### src/rtl/core/igqr_pkg.sv
`default_nettype none

package igqr_pkg;

    // Field and datapath widths.
    localparam int SAMPLE_W    = 32;
    localparam int QUANT_W     = 33;
    localparam int INTERCEPT_W = 40;
    localparam int GAIN_W      = 32;
    localparam int RAD_W       = 64;
    localparam int GAIN_FRAC   = 30;
    localparam int OUT_TDATA_W = 40;
    localparam int CFG_DATA_W  = 40;
    localparam int CFG_IDX_W   = 2;
    localparam int STEP_W      = 4;

    // Configuration register indexes.
    localparam logic [CFG_IDX_W-1:0] CFG_INTERCEPT = 2'd0;
    localparam logic [CFG_IDX_W-1:0] CFG_LAG_GAIN  = 2'd1;
    localparam logic [CFG_IDX_W-1:0] CFG_SHOCK     = 2'd2;
    localparam logic [CFG_IDX_W-1:0] CFG_INIT_Q    = 2'd3;

    // Program addresses.
    localparam logic [STEP_W-1:0] UC_FETCH     = 4'd0;
    localparam logic [STEP_W-1:0] UC_SQ_Q      = 4'd1;
    localparam logic [STEP_W-1:0] UC_LAG_LO    = 4'd2;
    localparam logic [STEP_W-1:0] UC_LAG_HI    = 4'd3;
    localparam logic [STEP_W-1:0] UC_LAG_SCL   = 4'd4;
    localparam logic [STEP_W-1:0] UC_LAG_ACC   = 4'd5;
    localparam logic [STEP_W-1:0] UC_SQ_S      = 4'd6;
    localparam logic [STEP_W-1:0] UC_SHK_LO    = 4'd7;
    localparam logic [STEP_W-1:0] UC_SHK_HI    = 4'd8;
    localparam logic [STEP_W-1:0] UC_SHK_SCL   = 4'd9;
    localparam logic [STEP_W-1:0] UC_SHK_ACC   = 4'd10;
    localparam logic [STEP_W-1:0] UC_ROOT_INIT = 4'd11;
    localparam logic [STEP_W-1:0] UC_ROOT      = 4'd12;
    localparam logic [STEP_W-1:0] UC_EMIT      = 4'd13;

    typedef enum logic [1:0] {
        OPA_QM    = 2'd0,
        OPA_SM    = 2'd1,
        OPA_SQ_LO = 2'd2,
        OPA_SQ_HI = 2'd3
    } t_opa;

    typedef enum logic [1:0] {
        OPB_QM    = 2'd0,
        OPB_SM    = 2'd1,
        OPB_LAG   = 2'd2,
        OPB_SHOCK = 2'd3
    } t_opb;

    typedef enum logic [1:0] {
        DST_NONE = 2'd0,
        DST_SQ   = 2'd1,
        DST_LO   = 2'd2,
        DST_HI   = 2'd3
    } t_dst;

    typedef enum logic [1:0] {
        JMP_NEXT     = 2'd0,
        JMP_IF_FIRST = 2'd1,
        JMP_ALWAYS   = 2'd2
    } t_jmp;

    typedef struct packed {
        logic              fetch;
        t_opa              mul_a;
        t_opb              mul_b;
        t_dst              mul_dst;
        logic              scale;
        logic              acc;
        logic              root_init;
        logic              root_step;
        logic              emit;
        t_jmp              jmp;
        logic [STEP_W-1:0] target;
    } t_uword;

    // Control store: one word per program step.
    function automatic t_uword uc_word(input logic [STEP_W-1:0] step);
        t_uword w;
        w = '{fetch: 1'b0, mul_a: OPA_QM, mul_b: OPB_QM, mul_dst: DST_NONE,
              scale: 1'b0, acc: 1'b0, root_init: 1'b0, root_step: 1'b0,
              emit: 1'b0, jmp: JMP_NEXT, target: UC_FETCH};
        unique case (step)
            UC_FETCH: begin
                w.fetch  = 1'b1;
                w.jmp    = JMP_IF_FIRST;
                w.target = UC_EMIT;
            end
            UC_SQ_Q: begin
                w.mul_a   = OPA_QM;
                w.mul_b   = OPB_QM;
                w.mul_dst = DST_SQ;
            end
            UC_LAG_LO: begin
                w.mul_a   = OPA_SQ_LO;
                w.mul_b   = OPB_LAG;
                w.mul_dst = DST_LO;
            end
            UC_LAG_HI: begin
                w.mul_a   = OPA_SQ_HI;
                w.mul_b   = OPB_LAG;
                w.mul_dst = DST_HI;
            end
            UC_LAG_SCL: w.scale = 1'b1;
            UC_LAG_ACC: w.acc   = 1'b1;
            UC_SQ_S: begin
                w.mul_a   = OPA_SM;
                w.mul_b   = OPB_SM;
                w.mul_dst = DST_SQ;
            end
            UC_SHK_LO: begin
                w.mul_a   = OPA_SQ_LO;
                w.mul_b   = OPB_SHOCK;
                w.mul_dst = DST_LO;
            end
            UC_SHK_HI: begin
                w.mul_a   = OPA_SQ_HI;
                w.mul_b   = OPB_SHOCK;
                w.mul_dst = DST_HI;
            end
            UC_SHK_SCL:   w.scale     = 1'b1;
            UC_SHK_ACC:   w.acc       = 1'b1;
            UC_ROOT_INIT: w.root_init = 1'b1;
            UC_ROOT:      w.root_step = 1'b1;
            UC_EMIT: begin
                w.emit   = 1'b1;
                w.jmp    = JMP_ALWAYS;
                w.target = UC_FETCH;
            end
            default: begin
                w.jmp    = JMP_ALWAYS;
                w.target = UC_FETCH;
            end
        endcase
        return w;
    endfunction

endpackage

`default_nettype wire

### src/rtl/core/indirect_garch_quantile_recursion.sv
`default_nettype none

// Channel   Direction  Handshake                  Payload
// --------  ---------  -------------------------  ----------------------------------------
// s (in)    slave      i_s_tvalid / o_s_tready    tdata: sample; tuser: series_start
// m (out)   master     o_m_tvalid / i_m_tready    tdata: quantile, zero pad; tuser: clipped
// cfg       slave      i_cfg_valid / o_cfg_ready  i_cfg_index, i_cfg_data
//
// A continuing item runs one fetch, two square-and-scale passes of five steps each on the
// shared 32x32 multiplier, one root setup, 32 steps of the bit-by-bit square root and one
// emit. The first item of a series runs only the fetch and emit steps.
// Reset is synchronous and active low; it clears the sequencer, the output valid, the
// configuration registers and the recursion state. The program holds in its emit step
// while the output register is full and not read, and the input is taken only in the fetch step.
//
// The block is driven by a small control store. Each step's control word selects the
// multiplier operands and destination, enables the scale, accumulate and root units, and
// says whether to fall through or jump. A step counter walks the program; the fetch step
// jumps straight to emit when the item opens a series.
module indirect_garch_quantile_recursion (
    input  wire logic        i_clk,
    input  wire logic        i_rst_n,

    input  wire logic        i_s_tvalid,
    output logic             o_s_tready,
    input  wire logic [31:0] i_s_tdata,   // [31:0] sample
    input  wire logic        i_s_tuser,   // [0] series_start

    output logic             o_m_tvalid,
    input  wire logic        i_m_tready,
    output logic [39:0]      o_m_tdata,   // [32:0] quantile, [39:33] zero
    output logic             o_m_tuser,   // [0] clipped

    input  wire logic        i_cfg_valid,
    output logic             o_cfg_ready,
    input  wire logic [1:0]  i_cfg_index,
    input  wire logic [39:0] i_cfg_data
);

    // Configuration registers.
    logic [igqr_pkg::INTERCEPT_W-1:0] r_intercept;
    logic [igqr_pkg::GAIN_W-1:0]      r_lag_gain;
    logic [igqr_pkg::GAIN_W-1:0]      r_shock_gain;
    logic [igqr_pkg::SAMPLE_W-1:0]    r_init_q;

    // Recursion state.
    logic [igqr_pkg::QUANT_W-1:0]  r_prior_q;
    logic [igqr_pkg::SAMPLE_W-1:0] r_prior_s;
    logic                          r_open;

    // Item in flight.
    logic [igqr_pkg::SAMPLE_W-1:0] r_cur_s;
    logic                          r_first;

    // Sequencer.
    logic [igqr_pkg::STEP_W-1:0] r_step;
    logic [igqr_pkg::STEP_W-1:0] n_step;
    igqr_pkg::t_uword            uw;

    // Datapath registers.
    logic [igqr_pkg::RAD_W-1:0] r_sq;
    logic [igqr_pkg::RAD_W-1:0] r_plo;
    logic [igqr_pkg::RAD_W-1:0] r_phi;
    logic [igqr_pkg::RAD_W-1:0] r_term;
    logic [igqr_pkg::RAD_W-1:0] r_rad;
    logic                       r_sat;
    logic [igqr_pkg::RAD_W-1:0] r_rem;
    logic [igqr_pkg::RAD_W-1:0] r_res;
    logic [igqr_pkg::RAD_W-1:0] r_bit;

    // Output register.
    logic                           r_m_valid;
    logic [igqr_pkg::QUANT_W-1:0]   r_m_quant;
    logic                           r_m_clip;

    logic in_acc;
    logic first_now;
    logic out_blocked;
    logic stall;

    logic [igqr_pkg::QUANT_W-1:0]  q_abs;
    logic [31:0]                   qm;
    logic [igqr_pkg::SAMPLE_W-1:0] sm;
    logic [31:0]                   mul_a;
    logic [31:0]                   mul_b;
    logic [63:0]                   prod;

    logic [63:0] scl_hi;
    logic [95:0] scl_full;
    logic [64:0] acc_sum;
    logic [64:0] root_try;
    logic        root_ge;

    logic [igqr_pkg::QUANT_W-1:0] emit_q;
    logic                         emit_clip;

    assign uw          = igqr_pkg::uc_word(r_step);
    assign o_s_tready  = uw.fetch;
    assign in_acc      = i_s_tvalid && uw.fetch;
    assign first_now   = i_s_tuser || !r_open;
    assign out_blocked = r_m_valid && !i_m_tready;

    // The fetch step waits for an item, emit waits for room, the root step loops.
    assign stall = (uw.fetch && !i_s_tvalid) || (uw.emit && out_blocked) ||
                   (uw.root_step && !r_bit[0]);

    always_comb begin
        n_step = r_step + igqr_pkg::STEP_W'(1);
        if (stall) begin
            n_step = r_step;
        end else if (uw.jmp == igqr_pkg::JMP_ALWAYS) begin
            n_step = uw.target;
        end else if (uw.jmp == igqr_pkg::JMP_IF_FIRST && first_now) begin
            n_step = uw.target;
        end
    end

    always_ff @(posedge i_clk) begin
        if (!i_rst_n) begin
            r_step <= igqr_pkg::UC_FETCH;
        end else begin
            r_step <= n_step;
        end
    end

    // Configuration writes are taken in any cycle; bits above a register's width drop.
    assign o_cfg_ready = 1'b1;

    always_ff @(posedge i_clk) begin
        if (!i_rst_n) begin
            r_intercept  <= '0;
            r_lag_gain   <= '0;
            r_shock_gain <= '0;
            r_init_q     <= '0;
        end else if (i_cfg_valid) begin
            unique case (i_cfg_index)
                igqr_pkg::CFG_INTERCEPT: r_intercept  <= i_cfg_data[igqr_pkg::INTERCEPT_W-1:0];
                igqr_pkg::CFG_LAG_GAIN:  r_lag_gain   <= i_cfg_data[igqr_pkg::GAIN_W-1:0];
                igqr_pkg::CFG_SHOCK:     r_shock_gain <= i_cfg_data[igqr_pkg::GAIN_W-1:0];
                igqr_pkg::CFG_INIT_Q:    r_init_q     <= i_cfg_data[igqr_pkg::SAMPLE_W-1:0];
                default: ;
            endcase
        end
    end

    // Magnitudes of the previous quantile and sample. Only squares are used, so the sign
    // drops out; a quantile magnitude of 2^32 is clamped to 2^32-1.
    assign q_abs = r_prior_q[igqr_pkg::QUANT_W-1] ? (~r_prior_q + igqr_pkg::QUANT_W'(1))
                                                   : r_prior_q;
    assign qm    = q_abs[igqr_pkg::QUANT_W-1] ? '1 : q_abs[31:0];
    assign sm    = r_prior_s[igqr_pkg::SAMPLE_W-1] ? (~r_prior_s + igqr_pkg::SAMPLE_W'(1))
                                                    : r_prior_s;

    // Shared 32x32 multiplier.
    always_comb begin
        case (uw.mul_a)
            igqr_pkg::OPA_QM:    mul_a = qm;
            igqr_pkg::OPA_SM:    mul_a = sm;
            igqr_pkg::OPA_SQ_LO: mul_a = r_sq[31:0];
            igqr_pkg::OPA_SQ_HI: mul_a = r_sq[63:32];
            default:             mul_a = qm;
        endcase
        case (uw.mul_b)
            igqr_pkg::OPB_QM:    mul_b = qm;
            igqr_pkg::OPB_SM:    mul_b = sm;
            igqr_pkg::OPB_LAG:   mul_b = r_lag_gain;
            igqr_pkg::OPB_SHOCK: mul_b = r_shock_gain;
            default:             mul_b = qm;
        endcase
    end

    assign prod = {32'd0, mul_a} * {32'd0, mul_b};

    // Full 96-bit gain product from the two partial products; the scaled term drops the
    // 30 gain fraction bits and saturates when anything is left above 64 bits.
    assign scl_hi   = r_phi + {32'd0, r_plo[63:32]};
    assign scl_full = {scl_hi, r_plo[31:0]};
    assign acc_sum  = {1'b0, r_rad} + {1'b0, r_term};

    // One step of the bit-pair square root.
    assign root_try = {1'b0, r_res} + {1'b0, r_bit};
    assign root_ge  = {1'b0, r_rem} >= root_try;

    always_ff @(posedge i_clk) begin
        case (uw.mul_dst)
            igqr_pkg::DST_SQ: r_sq  <= prod;
            igqr_pkg::DST_LO: r_plo <= prod;
            igqr_pkg::DST_HI: r_phi <= prod;
            default: ;
        endcase

        if (in_acc) begin
            r_cur_s <= i_s_tdata;
            r_first <= first_now;
            r_rad   <= {24'd0, r_intercept};
            r_sat   <= 1'b0;
        end

        if (uw.scale) begin
            if (scl_full[95:94] != 2'b00) begin
                r_term <= '1;
                r_sat  <= 1'b1;
            end else begin
                r_term <= scl_full[93:30];
            end
        end

        if (uw.acc) begin
            if (acc_sum[64]) begin
                r_rad <= '1;
                r_sat <= 1'b1;
            end else begin
                r_rad <= acc_sum[63:0];
            end
        end

        if (uw.root_init) begin
            r_rem <= r_sat ? '1 : r_rad;
            r_res <= '0;
            r_bit <= {2'b01, 62'd0};
        end

        if (uw.root_step) begin
            if (root_ge) begin
                r_rem <= r_rem - root_try[63:0];
                r_res <= (r_res >> 1) + r_bit;
            end else begin
                r_res <= r_res >> 1;
            end
            r_bit <= r_bit >> 2;
        end
    end

    // Result of this item: the initial quantile opens a series, else the root.
    assign emit_q    = r_first ? {r_init_q[igqr_pkg::SAMPLE_W-1], r_init_q}
                               : {1'b0, r_res[31:0]};
    assign emit_clip = r_first ? 1'b0 : r_sat;

    // A new result loads the output register in the same cycle that the old one leaves.
    always_ff @(posedge i_clk) begin
        if (!i_rst_n) begin
            r_m_valid <= 1'b0;
            r_prior_q <= '0;
            r_prior_s <= '0;
            r_open    <= 1'b0;
        end else begin
            if (uw.emit && !out_blocked) begin
                r_m_valid <= 1'b1;
                r_prior_q <= emit_q;
                r_prior_s <= r_cur_s;
                r_open    <= 1'b1;
            end else if (i_m_tready) begin
                r_m_valid <= 1'b0;
            end
        end
    end

    always_ff @(posedge i_clk) begin
        if (uw.emit && !out_blocked) begin
            r_m_quant <= emit_q;
            r_m_clip  <= emit_clip;
        end
    end

    assign o_m_tvalid = r_m_valid;
    assign o_m_tdata  = {(igqr_pkg::OUT_TDATA_W - igqr_pkg::QUANT_W)'(0), r_m_quant};
    assign o_m_tuser  = r_m_clip;

endmodule

`default_nettype wire
### config.mk
export PLATFORM = sky130hd
export DESIGN_NAME = indirect_garch_quantile_recursion
export DESIGN_NICKNAME = d
export VERILOG_FILES = /design/src/rtl/core/igqr_pkg.sv /design/src/rtl/core/indirect_garch_quantile_recursion.sv
export SDC_FILE = /design/constraint.sdc
export NUM_CORES = 2
export LEC_CHECK = 0
export ABC_AREA = 1
export ABC_CLOCK_PERIOD_IN_PS = 12810
export BUFFER_PORTS_ARGS = -buffer_cell sky130_fd_sc_hd__buf_4
export CAP_MARGIN = 20
export CORE_MARGIN = 1
export CORE_UTILIZATION = 25
export DETAILED_ROUTE_END_ITERATION = 10
export HOLD_SLACK_MARGIN = 0.06
export PLACE_DENSITY = 0.38
export RECOVER_POWER = 100
export SLEW_MARGIN = 20
export SYNTH_ARGS = -nofsm -noshare
export SYNTH_HDL_FRONTEND = slang
export SYNTH_SLANG_ARGS = --single-unit
### constraint.sdc
create_clock -name i_clk -period 12.81 [get_ports i_clk]
set_input_delay 2.562 -clock i_clk [delete_from_list [all_inputs] [get_ports i_clk]]
set_output_delay 2.562 -clock i_clk [all_outputs]
set_load 0.01 [all_outputs]
# == Word level (Yosys, flattened, before mapping) ==
# Cells that the tools add are included.
# classes
eq_ne,27
addsub,8
reduce_logical,30
magnitude_cmp,1
multipliers,1
n_bitwise,2
mux,35
# op_table
op,n
$mux 64,10
$pmux 32 s4,2
$mux 61,2
$mux 33,2
$add 64x63->65,1
$add 64x64->65,1
$ge 64x65->1,1
$add 63x63->64,1
$add 64x32->64,1
$mul 32x32->64,1
$mux 32,2
$sub 64x64->64,1
$pmux 6 s6,1
$add 33x1->33 const B,1
$not 33->33,1
$add 32x1->32 const B,1
$not 32->32,1
$eq 4x4->1 const B,6
$eq 2x2->1 const B,9
$eq 4x3->1 const B,4
$mux 1,13
$pmux 6 s2,1
$reduce_or 12->1,1
$eq 2x1->1 const B,5
12 further kinds,35
# totals
elab_cells,127
out_inout_bits,44
input_bits,80
reg_bits,755

# == Longest topological paths before layout ==
# logic_depth
depth_word,8
mapped_depth,44
depth_no_buf,43

# == Worst setup path after synthesis ==
# OpenSTA, ideal clock, no wires.
# synth_path
path_kind,flip-flop to flip-flop
startpoint,reg r_step[0] (netlist name)
endpoint,reg r_phi[63] (netlist name) (data pin)
synth_period_minus_slack_ns,7.892
t_required_ns,12.640
t_arrival_ns,7.722
setup_ns,0.170
path_stages_with_launch,36
setup_slack_ns,4.918
path_buffers,2
cell_sequence,dfxtp_1 inv_1 ha_1 o21ai_2 inv_2 nor2_8 nor2_4 buf_6 a22o_1 inv_1 nand3_2 inv_2 buf_2 nor2_1 fa_1 fa_1 inv_1 fa_1 fa_1 inv_1 fa_1 fa_1 fa_1 fa_1 ha_1 nand2_1 nor2_1 inv_1 nor2_1 inv_1 nor4_1 nand2_1 nand2_1 nand3_1 nand2_1 xor2_1
# synth_via
elab_chain_len,5
elab_cells_between_ends,18
cone_classes,mul (1); eq/ne (12); mux (3); reduce/logical (2)
# synth_lines
element,line,source
"start, declared",indirect_garch_quantile_recursion.sv:56,logic [igqr_pkg::STEP_W-1:0] r_step;
"start signal, assigned",indirect_garch_quantile_recursion.sv:120,r_step <= igqr_pkg::UC_FETCH;
"start signal, assigned",indirect_garch_quantile_recursion.sv:122,r_step <= n_step;
$eq 4x4->1 (tied with other cells),igqr_pkg.sv:86,unique case (step)
$pmux 6 s6 *,igqr_pkg.sv:86,
$eq 2x2->1 (tied with other cells),indirect_garch_quantile_recursion.sv:156,case (uw.mul_a)
$pmux 32 s4 (on tied branches),"indirect_garch_quantile_recursion.sv:156, indirect_garch_quantile_recursion.sv:163",
$mul 32x32->64 *,indirect_garch_quantile_recursion.sv:172,"assign prod = {32'd0, mul_a} * {32'd0, mul_b};"
net prod[63],indirect_garch_quantile_recursion.sv:86,logic [63:0] prod;
"end signal, assigned",indirect_garch_quantile_recursion.sv:188,igqr_pkg::DST_HI: r_phi <= prod;
"end, declared",indirect_garch_quantile_recursion.sv:63,logic [igqr_pkg::RAD_W-1:0] r_phi;
# Mark *: on every way through the listed nets, which the timed path passes. The rest lies on a longest branch.
# A chain may end at the register's enable or synchronous reset.

# == Worst setup path after layout ==
# layout_path
startpoint,reg r_step[0] (netlist name)
endpoint,reg r_phi[40] (netlist name) (data pin)
# The elaborated chain is that of the path after synthesis.

==> flow_summary.toml <==
[timing]
final.hold.worst_slack_ns = 0.4443
number_of_hold_violations_in_the_final_report = 0
postLayoutSetupSlackWorst_ns = 0.4522
setup_repair_after_global_routing_missed_its_margin = "false"
setup_violations = 0
post-route-period-util = 0.9647
tightestPinTransition_ns = 4.142
fin_setup_tns_ns = 0
finClkSkew_ns = 0.03841
slew_viol_final = 1189
period_minus_slack_ns = 12.36
timing.slew.headroom = -1.762
max_freq_ghz = 0.08092

[setup_path]
r2r_start = "r_step[0]$_SDFFE_PN0N_"
worstSetupStartpointType = "register"
maximum_fanout_along_the_worst_path = 26
worst_setup_path_end_kind = "register"
required_ns = 13.18
setup.reg_to_reg.worst_slack_ns = 0.45
critical_path.slowest_cell = "inv_1"
r2r.worst_path.cells = 33
delay_of_the_slowest_cell_on_the_worst_path_ns = 0.98
critical-path-top-cell-by-count = "fa_1"
critical_path_class = "register to register"
crit-reg2reg-capture = "r_phi[40]$_DFFE_PN_"
critical_path_arrival_ns = 12.73
crit_path_start = "r_step[0]$_SDFFE_PN0N_"

[clock_tree]
cts_buffer_depth = 3
cts_hold_buf = 0
cts-resized-gates = 0
tritoncts_num_sinks = 725
root_buffer = "clkbuf_16"
insertion_delay_ns = 0.72
cts_made_buffers = 90
clk_pin_slew_ns = 0.06
clock_tree.htree_level_count = 3
cts_setup_buffers = 0
tritoncts = "done"

[drt]
wl_met1_mm = 173.5
post_drt_wl_per_cell_um = 26.46
met2_length_mm = 205.3
wirelength_mm = 418.7
drcViolationCount = 0
average_via_count_per_standard_cell = 4.867
drt.antenna.violating_nets = 0
route.top_layer_used = "met5"
first_iter_violations = 5874
vias = 77010
first_pass_iters = 6
detailroute.wirelength.met3_mm = 18.30

[status]
status = "finished with violations"
violations = "max-capacitance violations, max-slew violations"

[synthesis]
post_synth_main_area_contributors = "fa_1 (21%), edfxtp_1 (16%), nand2_1 (11%)"
synth_largest_type_area_fraction = 0.2148
synth_common_cells = "nand2_1 (2553), inv_1 (1929), nor2_1 (1727)"
synthMostInstantiatedCell = "nand2_1"
postSynthRegisterBits = 725
synth_sequential_area_ratio = 0.2272
mapped_cell_area_um2 = 83800
synthDominantAreaCellType = "fa_1"
edff_count_synth = 452
post_synth_num_cell_types = 57
post_synth.cell_area_avg_um2 = 7.377
synth_warnings = 0
synth-async-reset-ratio = 0
synth-main-ff-cell = "edfxtp_1"
netlist_instances = 11360

[finish]
finalCoreUtilization = 0.2764
layout-area-overhead-vs-synth_pct = 9.966
final_layout_size_suffix_gt1_frac = 0.03893
number_of_nets_in_the_layout = 12830

[min_path]
hold-path-cell-count = 2
worst_hold_path_type = "register to register"
hold_start = "r_init_q[15]$_SDFFE_PN0P_"
worst_hold_path.endpoint = "r_init_q[15]$_SDFFE_PN0P_"

[global_route]
overflow = 0
grt_pass1_vias = 78190
grt_antenna_before_repair = 25
grt_max_degree = 107
wire_length_of_the_first_global_routing_pass_mm = 584.8
overall_global_routing_resource_usage = 0.2423

[die]
dieHeight_um = 581.0
die_width_um = 581.0
initial_core_util = 0.2513
area_of_the_core_region_um2 = 333400
io-pin-count = 124
core.rowCount = 212
dieArea_um2 = 337500

[placed_design]
port-buffer-count = 115
gp_routability_congestion = 0.9685
preCtsSetupSlack_ns = 0.6866
post-dp-hpwl_mm = 349.5

[power]
power.density_cell_area_nw_per_um2 = 264.0
power_consumption_mw = 24.33
irDropWorstVdd_mv = 0.2031
cellLeakagePower_nw = 42.18

[job]
maxCapViolations = 23
## per-layer routing
layer	track usage	vias up
met3	0.02035	563
met4	0.1080	6
li1	-	35630
met1	0.3019	38440
met5	0	-
met2	0.4246	2369
## cells in the final DEF, fill, tap and decap left out, types with 14 or more instances in the layout
| master | n |
|---|---|
| o211ai_1 | 24 |
| fa_1 | 899 |
| nand2_2 | 26 |
| clkinv_1 | 18 |
| dfxtp_1 | 272 |
| o21bai_1 | 46 |
| a221oi_1 | 25 |
| a21o_1 | 28 |
| nor4_1 | 25 |
| xnor2_1 | 47 |
| inv_2 | 40 |
| buf_4 | 152 |
| a31oi_1 | 24 |
| o21ai_0 | 642 |
| nand4_1 | 126 |
| clkbuf_16 | 92 |
| inv_1 | 1931 |
| clkbuf_1 | 87 |
| nor2_1 | 1726 |
| clkinv_2 | 14 |
| nand3b_1 | 26 |
| xor2_1 | 227 |
| nand2_1 | 2554 |
| clkbuf_4 | 33 |
| nand3_1 | 555 |
| edfxtp_1 | 452 |
| nor3_1 | 78 |
| ha_1 | 495 |
| or2_2 | 18 |
| a21oi_1 | 582 |
## worst max-delay path by stage
stage,end
2_1_floorplan,r_phi[63]$_DFFE_PN_
3_3_place_gp,r_sq[48]$_DFFE_PN_
3_5_place_dp,r_phi[40]$_DFFE_PN_
4_1_cts,r_phi[40]$_DFFE_PN_
5_1_grt,r_phi[43]$_DFFE_PN_
6_report,r_phi[40]$_DFFE_PN_
## per-stage QoR
| step | area, µm² | cells |
|---|---|---|
| after floorplan | 83820 | 11370 |
| after global placement | 89530 | 15650 |
| after detailed placement | 89560 | 15650 |
| after CTS | 92490 | 15820 |
| after global routing | 92140 | 15820 |
| final | 92150 | 15830 |
## worst max-delay path: cells and delay by family (launching register included)
family / cells / cell delay, ns
adders and majority gates: 10 / 4.89
and+or+nand+nor: 13 / 3.08
buffers and inverters: 9 / 2.72
xor gates and xnor gates: 1 / 0.83
DFF: 1 / 0.44
## cell families after synthesis
logic type               after synthesis  synth area share
adder cells (fa/ha/maj)             1394            0.2887
AO/OA/AOI/OAI                       1452           0.09411
AND/OR/NAND/NOR                     5175            0.2501
XOR/XNOR                             277           0.02895
other                                  2        0.00008962
buffers and inverters               2334            0.1108
flip-flops                           725            0.2272
## final cells by class
cell class,count,area [µm²]
Sequential cell,725,19040
Multi-Input combinational cell,8306,55560
Fill cell,36940,241300
Tap cell,4387,5489
Timing Repair Buffer,256,1688
Clock buffer,114,2425
Antenna cell,7,17.52
Clock inverter,53,503.0
Inverter,1977,7428
## report_power, final
group | internal, mW | switching [mW] | leakage [nW]
Clock | 1.45 | 1.14 | 1.43
Combinational | 4.74 | 12.7 | 34.3
Sequential | 3.70 | 0.579 | 6.42
Total | 9.90 | 14.4 | 42.2
## sequential cells by signal, indices dropped and copies added, names as in the netlist, 4 cells and up
name / count
r_rem: 64
r_cur_s: 32
r_bit: 32
r_intercept: 40
r_term: 64
r_init_q: 32
r_step: 4
r_rad: 64
r_prior_s: 32
r_lag_gain: 32
r_plo: 34
r_shock_gain: 32
r_sq: 64
r_prior_q: 33
r_phi: 64
r_res: 64
r_m_quant: 33
No activity file was read; power rests on OpenSTA's default activity.
